==> src/rtl/core/sart_pkg.sv <==
// shared constants and codes for the sequence / ack / retransmit tracker
package sart_pkg;

  localparam int unsigned SEQ_FIRST    = 1;
  localparam int unsigned SEQ_LAST     = 1023;
  localparam int unsigned SEQ_NONE     = 0;
  localparam int unsigned ACK_INTERVAL = 16;
  localparam int unsigned RELEASE_SPAN = 16 * 100;

  localparam int unsigned SEQ_W  = 16;
  localparam int unsigned CNT_W  = 11;
  localparam int unsigned CMD_W  = 2;
  localparam int unsigned KIND_W = 3;

  typedef enum logic [CMD_W-1:0] {
    CMD_SEND   = 2'd0,
    CMD_RECV   = 2'd1,
    CMD_RESEND = 2'd2,
    CMD_SWEEP  = 2'd3
  } cmd_t;

  typedef enum logic [KIND_W-1:0] {
    KIND_ASSIGNED = 3'd0,
    KIND_VERDICT  = 3'd1,
    KIND_HELD     = 3'd2,
    KIND_LOST     = 3'd3,
    KIND_SWEPT    = 3'd4
  } kind_t;

endpackage

==> src/rtl/core/sequence_ack_retransmit_tracker.sv <==
// sequence / ack / retransmit tracker: counters, held-mark table and sweep sequencer
//
// Input channel (in_*): one command per transfer; in_tuser carries the command
// (send, receive check, resend request, ack sweep), in_tdata the sequence number.
// Result channel (out_*): exactly one result transfer per command; out_tuser
// carries the result kind, out_tdata the numbers, flags and counts.
// Path from the accepting edge to the result being offered:
//   send and receive check: result registered at the accepting edge
//   resend request: one read of the held-mark memory, then the result is registered
//   ack sweep: HELD_DEPTH = SEQ_LAST + ACK_INTERVAL entries
//     (1039 at the defaults); the sweep walks the memory one entry a cycle
//     through its single read port and single write port
// Throughput: one command at a time; in_tready is high only when the sequencer
// is idle and the result register is empty or being emptied in that cycle.
// Reset: both counters return to SEQ_FIRST, then a clearing pass writes every
// entry of the held-mark memory (HELD_DEPTH entries, 1039 at the defaults)
// with in_tready low.
// A stalled receiver simply holds the result register; no new command is taken
// until that result has been transferred.
module sequence_ack_retransmit_tracker #(
  parameter int unsigned SEQ_FIRST    = sart_pkg::SEQ_FIRST,
  parameter int unsigned SEQ_LAST     = sart_pkg::SEQ_LAST,
  parameter int unsigned ACK_INTERVAL = sart_pkg::ACK_INTERVAL,
  parameter int unsigned RELEASE_SPAN = sart_pkg::RELEASE_SPAN
) (
  input  logic        clk,
  input  logic        rst_n,
  input  logic        in_tvalid,
  output logic        in_tready,
  input  logic [15:0] in_tdata,  // [15:0] packet_seq
  input  logic [1:0]  in_tuser,  // [1:0] cmd
  output logic        out_tvalid,
  input  logic        out_tready,
  output logic [63:0] out_tdata, // [15:0] seq_value, [16] accepted, [17] ack_valid,
                                 // [33:18] ack_count, [44:34] released_count,
                                 // [60:45] expected_next, [63:61] zero
  output logic [2:0]  out_tuser  // [2:0] kind
);

  localparam int unsigned SW         = sart_pkg::SEQ_W;
  localparam int unsigned NW         = sart_pkg::CNT_W;
  localparam int unsigned HELD_DEPTH = SEQ_LAST + ACK_INTERVAL;
  localparam int unsigned AW         = $clog2(HELD_DEPTH);
  localparam int unsigned CW         = AW + 1;
  localparam int unsigned RW         = $clog2(ACK_INTERVAL);
  localparam logic [RW-1:0] RES_FIRST = RW'(SEQ_FIRST % ACK_INTERVAL);
  localparam logic [RW-1:0] RES_LAST  = RW'(ACK_INTERVAL - 1);

  typedef enum logic [1:0] {
    ST_CLEAR,
    ST_IDLE,
    ST_RESEND,
    ST_SWEEP
  } st_t;

  typedef struct packed {
    logic [SW-1:0] nxt;
    logic [RW-1:0] res;
    logic          hit;
    logic [SW-1:0] raw;
  } adv_t;

  // counter step; residue tracks the value modulo ACK_INTERVAL
  function automatic adv_t advance(input logic [SW-1:0] cur, input logic [RW-1:0] res);
    adv_t          a;
    logic [SW:0]   raw;
    logic          wrap;
    raw   = {1'b0, cur} + (SW+1)'(1);
    a.hit = (res == RES_LAST);
    a.raw = raw[SW-1:0];
    wrap  = (a.hit && (raw > (SW+1)'(SEQ_LAST))) || raw[SW];
    if (wrap) begin
      a.nxt = SW'(SEQ_FIRST);
      a.res = RES_FIRST;
    end else begin
      a.nxt = raw[SW-1:0];
      a.res = a.hit ? '0 : res + RW'(1);
    end
    return a;
  endfunction

  // held-mark memory
  logic          mem [HELD_DEPTH];
  logic          mem_we;
  logic [AW-1:0] mem_waddr;
  logic          mem_wdata;
  logic          mem_re;
  logic [AW-1:0] mem_raddr;
  logic          rd_data_r;

  st_t           state_r, state_nxt;
  logic [SW-1:0] send_next_r, send_next_nxt;
  logic [RW-1:0] send_res_r, send_res_nxt;
  logic [SW-1:0] recv_exp_r, recv_exp_nxt;
  logic [RW-1:0] recv_res_r, recv_res_nxt;
  logic [CW-1:0] idx_r, idx_nxt;
  logic          pend_r, pend_nxt;
  logic [AW-1:0] chk_idx_r, chk_idx_nxt;
  logic [NW-1:0] cnt_r, cnt_nxt;
  logic [SW-1:0] seq_r, seq_nxt;
  logic          in_range_r, in_range_nxt;

  logic          out_tvalid_r, out_tvalid_nxt;
  logic          out_load;
  logic [2:0]    out_kind_r, out_kind_nxt;
  logic [SW-1:0] out_seq_r, out_seq_nxt;
  logic          out_acc_r, out_acc_nxt;
  logic          out_ackv_r, out_ackv_nxt;
  logic [SW-1:0] out_ackc_r, out_ackc_nxt;
  logic [NW-1:0] out_rel_r, out_rel_nxt;
  logic [SW-1:0] out_exp_r, out_exp_nxt;

  logic          in_fire;
  logic [SW-1:0] in_seq;
  logic [SW:0]   in_seq_ext;
  logic [SW:0]   send_ext;
  logic [SW:0]   chk_ext;
  logic [SW:0]   seq_ext;
  logic [SW:0]   behind;
  logic          release_hit;
  adv_t          send_adv;
  adv_t          recv_adv;

  assign in_tready  = (state_r == ST_IDLE) && (!out_tvalid_r || out_tready);
  assign in_fire    = in_tvalid && in_tready;
  assign in_seq     = in_tdata[SW-1:0];
  assign in_seq_ext = {1'b0, in_seq};
  assign send_ext   = {1'b0, send_next_r};
  assign chk_ext    = (SW+1)'(chk_idx_r);
  assign seq_ext    = {1'b0, seq_r};
  assign behind     = seq_ext - chk_ext;
  assign release_hit = rd_data_r && (seq_ext > chk_ext) &&
                       (behind < (SW+1)'(RELEASE_SPAN));
  assign send_adv   = advance(send_next_r, send_res_r);
  assign recv_adv   = advance(recv_exp_r, recv_res_r);

  always_comb begin
    state_nxt     = state_r;
    send_next_nxt = send_next_r;
    send_res_nxt  = send_res_r;
    recv_exp_nxt  = recv_exp_r;
    recv_res_nxt  = recv_res_r;
    idx_nxt       = idx_r;
    pend_nxt      = 1'b0;
    chk_idx_nxt   = chk_idx_r;
    cnt_nxt       = cnt_r;
    seq_nxt       = seq_r;
    in_range_nxt  = in_range_r;
    mem_we        = 1'b0;
    mem_waddr     = chk_idx_r;
    mem_wdata     = 1'b0;
    mem_re        = 1'b0;
    mem_raddr     = idx_r[AW-1:0];
    out_load      = 1'b0;
    out_kind_nxt  = sart_pkg::KIND_VERDICT;
    out_seq_nxt   = '0;
    out_acc_nxt   = 1'b0;
    out_ackv_nxt  = 1'b0;
    out_ackc_nxt  = '0;
    out_rel_nxt   = '0;
    out_exp_nxt   = recv_exp_r;

    case (state_r)
      ST_CLEAR: begin
        mem_we    = 1'b1;
        mem_waddr = idx_r[AW-1:0];
        mem_wdata = 1'b0;
        if (idx_r == CW'(HELD_DEPTH - 1)) begin
          idx_nxt   = '0;
          state_nxt = ST_IDLE;
        end else begin
          idx_nxt = idx_r + CW'(1);
        end
      end
      ST_IDLE: begin
        if (in_fire) begin
          case (sart_pkg::cmd_t'(in_tuser))
            sart_pkg::CMD_SEND: begin
              out_load     = 1'b1;
              out_kind_nxt = sart_pkg::KIND_ASSIGNED;
              out_seq_nxt  = send_next_r;
              if (send_ext < (SW+1)'(HELD_DEPTH)) begin
                mem_we    = 1'b1;
                mem_waddr = send_ext[AW-1:0];
                mem_wdata = 1'b1;
              end
              send_next_nxt = send_adv.nxt;
              send_res_nxt  = send_adv.res;
            end
            sart_pkg::CMD_RECV: begin
              out_load     = 1'b1;
              out_kind_nxt = sart_pkg::KIND_VERDICT;
              if (in_seq == SW'(sart_pkg::SEQ_NONE)) begin
                out_acc_nxt = 1'b1;
              end else if (in_seq == recv_exp_r) begin
                out_acc_nxt  = 1'b1;
                recv_exp_nxt = recv_adv.nxt;
                recv_res_nxt = recv_adv.res;
                out_exp_nxt  = recv_adv.nxt;
                if (recv_adv.hit) begin
                  out_ackv_nxt = 1'b1;
                  out_ackc_nxt = recv_adv.raw;
                end
              end
            end
            sart_pkg::CMD_RESEND: begin
              seq_nxt      = in_seq;
              in_range_nxt = in_seq_ext < (SW+1)'(HELD_DEPTH);
              mem_re       = 1'b1;
              mem_raddr    = in_seq_ext[AW-1:0];
              state_nxt    = ST_RESEND;
            end
            sart_pkg::CMD_SWEEP: begin
              seq_nxt   = in_seq;
              idx_nxt   = '0;
              cnt_nxt   = '0;
              state_nxt = ST_SWEEP;
            end
            default: begin
              state_nxt = ST_IDLE;
            end
          endcase
        end
      end
      ST_RESEND: begin
        out_load     = 1'b1;
        out_kind_nxt = (in_range_r && rd_data_r) ? sart_pkg::KIND_HELD
                                                 : sart_pkg::KIND_LOST;
        out_seq_nxt  = seq_r;
        state_nxt    = ST_IDLE;
      end
      ST_SWEEP: begin
        // read entry idx while the entry read last cycle is checked and, if released, cleared
        if (pend_r && release_hit) begin
          mem_we    = 1'b1;
          mem_waddr = chk_idx_r;
          mem_wdata = 1'b0;
          cnt_nxt   = cnt_r + NW'(1);
        end
        if (idx_r == CW'(HELD_DEPTH)) begin
          out_load     = 1'b1;
          out_kind_nxt = sart_pkg::KIND_SWEPT;
          out_rel_nxt  = cnt_nxt;
          idx_nxt      = '0;
          state_nxt    = ST_IDLE;
        end else begin
          mem_re      = 1'b1;
          mem_raddr   = idx_r[AW-1:0];
          chk_idx_nxt = idx_r[AW-1:0];
          pend_nxt    = 1'b1;
          idx_nxt     = idx_r + CW'(1);
        end
      end
      default: begin
        state_nxt = ST_IDLE;
      end
    endcase

    out_tvalid_nxt = out_load || (out_tvalid_r && !out_tready);
  end

  always_ff @(posedge clk) begin
    if (mem_we) begin
      mem[mem_waddr] <= mem_wdata;
    end
    if (mem_re) begin
      rd_data_r <= mem[mem_raddr];
    end
  end

  always_ff @(posedge clk) begin
    if (!rst_n) begin
      state_r      <= ST_CLEAR;
      send_next_r  <= SW'(SEQ_FIRST);
      send_res_r   <= RES_FIRST;
      recv_exp_r   <= SW'(SEQ_FIRST);
      recv_res_r   <= RES_FIRST;
      idx_r        <= '0;
      pend_r       <= 1'b0;
      out_tvalid_r <= 1'b0;
    end else begin
      state_r      <= state_nxt;
      send_next_r  <= send_next_nxt;
      send_res_r   <= send_res_nxt;
      recv_exp_r   <= recv_exp_nxt;
      recv_res_r   <= recv_res_nxt;
      idx_r        <= idx_nxt;
      pend_r       <= pend_nxt;
      out_tvalid_r <= out_tvalid_nxt;
    end
  end

  always_ff @(posedge clk) begin
    chk_idx_r  <= chk_idx_nxt;
    cnt_r      <= cnt_nxt;
    seq_r      <= seq_nxt;
    in_range_r <= in_range_nxt;
    if (out_load) begin
      out_kind_r <= out_kind_nxt;
      out_seq_r  <= out_seq_nxt;
      out_acc_r  <= out_acc_nxt;
      out_ackv_r <= out_ackv_nxt;
      out_ackc_r <= out_ackc_nxt;
      out_rel_r  <= out_rel_nxt;
      out_exp_r  <= out_exp_nxt;
    end
  end

  assign out_tvalid = out_tvalid_r;
  assign out_tuser  = out_kind_r;
  assign out_tdata  = {3'b000, out_exp_r, out_rel_r, out_ackc_r, out_ackv_r, out_acc_r,
                       out_seq_r};

endmodule
==> config.mk <==
export PLATFORM = sky130hd
export DESIGN_NAME = sequence_ack_retransmit_tracker
export DESIGN_NICKNAME = d
export VERILOG_FILES = /design/src/rtl/core/sart_pkg.sv /design/src/rtl/core/sequence_ack_retransmit_tracker.sv
export SDC_FILE = /design/constraint.sdc
export NUM_CORES = 2
export LEC_CHECK = 0
export ABC_CLOCK_PERIOD_IN_PS = 17550
export BUFFER_PORTS_ARGS = -buffer_cell sky130_fd_sc_hd__buf_2
export CAP_MARGIN = 5
export CORE_MARGIN = 10
export CORE_UTILIZATION = 68
export CTS_CLUSTER_SIZE = 10
export DETAILED_ROUTE_END_ITERATION = 16
export PLACE_DENSITY = 0.85
export SKIP_CTS_REPAIR_TIMING = 1
export SLEW_MARGIN = 20
export SYNTH_ARGS = -nofsm -noshare
export SYNTH_HDL_FRONTEND = slang
export SYNTH_SLANG_ARGS = --single-unit
==> constraint.sdc <==
create_clock -name clk -period 17.55 [get_ports clk]
set_input_delay 2.6325 -clock clk [delete_from_list [all_inputs] [get_ports clk]]
set_output_delay 2.6325 -clock clk [all_outputs]
set_load 0.1 [all_outputs]
==> flow_summary.toml <==
[placement]
dp.cells = 5378
pre_cts_ws_ns = 8.60
port_buffers = 87
place.gp.congestion = 0.928
detailed_place_hpwl_um = 92900
place_area_sq_mm = 0.0570

[sta]
grt_setup_unrepaired = "false"
fin_setup_tns_ns = 0
clock_skew_ns = 0.0354
finalMaxSlewViolations = 0
max_freq_ghz = 0.117
finalSetupViolations = 0
hold_viol_final = 0
period_needed_ns = 8.54
fin_ws_ns = 9.01
period_share = 0.487
maxSlewHeadroom = 0.128
tightest_slew_ns = 1.30

[logic_synthesis]
ys_ff_latch = 1199
ys.flop_type = "edfxtp_1"
synth.most_common_cell = "edfxtp_1"
ys_seq_area_frac = 0.624
synth_commonest_cells = "1,143 x edfxtp_1, 1,076 x nor3_1, 350 x nand2_1"
synth_edf_count = 1143
synthCells = 4631
ys_top_cells_by_area = "edfxtp_1 60%, nor3_1 9.5%, mux2i_1 3.7%"
synth_area_sq_mm = 0.0568
yosys.area.top_type_share = 0.605
synth.distinct_cells = 104
synth_area_per_cell_sq_um = 12.3
yosys_warnings = 0
synth.largest_area_cell = "edfxtp_1"
async_reset_ff_frac = 0

[global_routing]
grt_usage = 0.352
use_met1 = 0.440
use_met2 = 0.521
grt_max_degree = 316
grt-busiest-layer = "met2"
grt_pass1_wl_um = 251000
grt_antenna_before_repair = 4
overflow = 0
grt_pass1_vias = 40200
grtUsageMet3 = 0.130

[run]
drv_cap = 0

[floorplanning]
rows = 105
die_area_sq_mm = 0.0955
die_y_um = 309
initial_core_util = 0.689
io_pins = 91
chipWidth_um = 309
core_area_sq_mm = 0.0824

[power_and_ir_drop]
p_leak_nw = 19.0
p_per_area_mw_per_mm2 = 120
ir_worst_vdd_v = 0.000115

[detailed_routing]
via_count = 42200
firstDrtPassIters = 9
drt_iter0_markers = 7759
drt-total-wl_um = 171000
vias_per_cell = 7.58
antenna_left = 0
route.detailed.drc = 0
routedWlPerCell_um = 30.7

[clocking]
numCtsBuffers = 139
clkSlewWorstSetupHoldPaths_ns = 0.06
clk_latency_ns = 0.77
clock_path_buffers = 3
htreeDepth = 4
cts_tree = "built"
cts_root_buf = "clkbuf_16"
cts_sinks = 1199

[critical_path]
criticalPathCategory = "in2reg"
crit_fanout = 50
r2r_cells = 16
arrival_ns = 8.98
r2r_end = "mem[988]"
start_kind = "input port"
r2r-start = "chk_idx_r[2]"
cp-end-kind = "register"
r2r_slack_ns = 10.70
worst_ep_required_time_ns = 17.99
startpoint = "in_tuser[0]"

[worst_hold_path]
hp-start = "recv_res_r[1]"
holdPathStages = 2
min_path_type = "reg2reg"
whs_endpoint = "recv_res_r[1]"

[layout]
fillers = 4912
drive_gt1_frac = 0.130
area_growth_pct = 7.89
finalCoreUtilization = 0.744
fin_area_sq_mm = 0.0613
final_cell_count_no_fill = 5569
nNetsFinal = 4498

[run_status]
status = "completed"
## routing by layer
metal | share of wire | vias to the layer above
li1 | - | 17300
met3 | 0.17 | 923
met2 | 0.44 | 3771
met1 | 0.32 | 20200
met5 | 0.00069 | -
met4 | 0.073 | 6
## layout make-up
class	count	area, sq um	area share
antenna	4	10.0	0.000163
inverter	48	180	0.00294
sequential	1199	35400	0.579
tap	1070	1340	0.0219
clock buffer	166	3600	0.0588
multi-input combinational	2879	19000	0.310
clock inverter	18	423	0.00690
timing repair buffer	185	1280	0.0208
## flip-flops by register name (all words and copies together), names as in the netlist, 11 cells and up
register     count
cnt_r           11
out_rel_r       11
out_exp_r       16
mem           1039
send_next_r     16
out_seq_r       16
out_ackc_r      16
recv_exp_r      16
seq_r           16
idx_r           12
chk_idx_r       11
## layout by cell type, fill, tap and decap left out, types with 85 or more instances in the layout
cell	Yosys	layout
edfxtp_1	1143	1143
nor3_1	1076	1075
nand2_1	350	287
mux2i_1	212	206
clkbuf_16	0	139
nor2_1	134	133
a21oi_1	101	100
buf_4	29	90
nand3_1	87	87
buf_2	169	87
mux4_2	85	85
## worst max-delay path, stage by stage
cell and delay [ns]:
buf_2 0.14, and3b_1 0.76, a31oi_4 0.22, nor2_8 0.39, buf_4 0.58, buf_4 0.77
buf_4 0.83, mux4_2 0.60, a22o_1 0.25, or4_1 0.46, nand4_1 0.15, a41oi_1 0.29
a31oi_1 0.53, o221ai_1 0.24
## cell families after synthesis
group,count (synthesis),share of synthesized area
mux,338,0.0795
buf+inv,555,0.0464
simple gates,1918,0.168
compound gates,539,0.0676
xor+xnor,57,0.00879
fa+ha+maj,24,0.00529
flops,1199,0.624
other cells,1,0.0000661
## where the power goes
part / internal (W) / switching (W)
Combinational: 0.000431 / 0.00114
Sequential: 0.00313 / 0.00000932
Clock: 0.00147 / 0.00116
Total: 0.00503 / 0.00232
## how the worst max path moves through the flow
stage | endpoint
after floorplan | mem[123]
after global placement | rd_data_r
after detailed placement | mem[80]
after CTS | mem[213]
after global routing | mem[473]
final | rd_data_r
## metrics by stage
step | hold slack [ns] | total power [W]
after floorplan | 0.406 | 0.00427
after global placement | 0.475 | 0.00465
after detailed placement | 0.483 | 0.00467
after CTS | 0.495 | 0.00725
after global routing | 0.526 | 0.00747
final | 0.498 | 0.00735
Note: power is estimated with default switching activity, not from simulation.
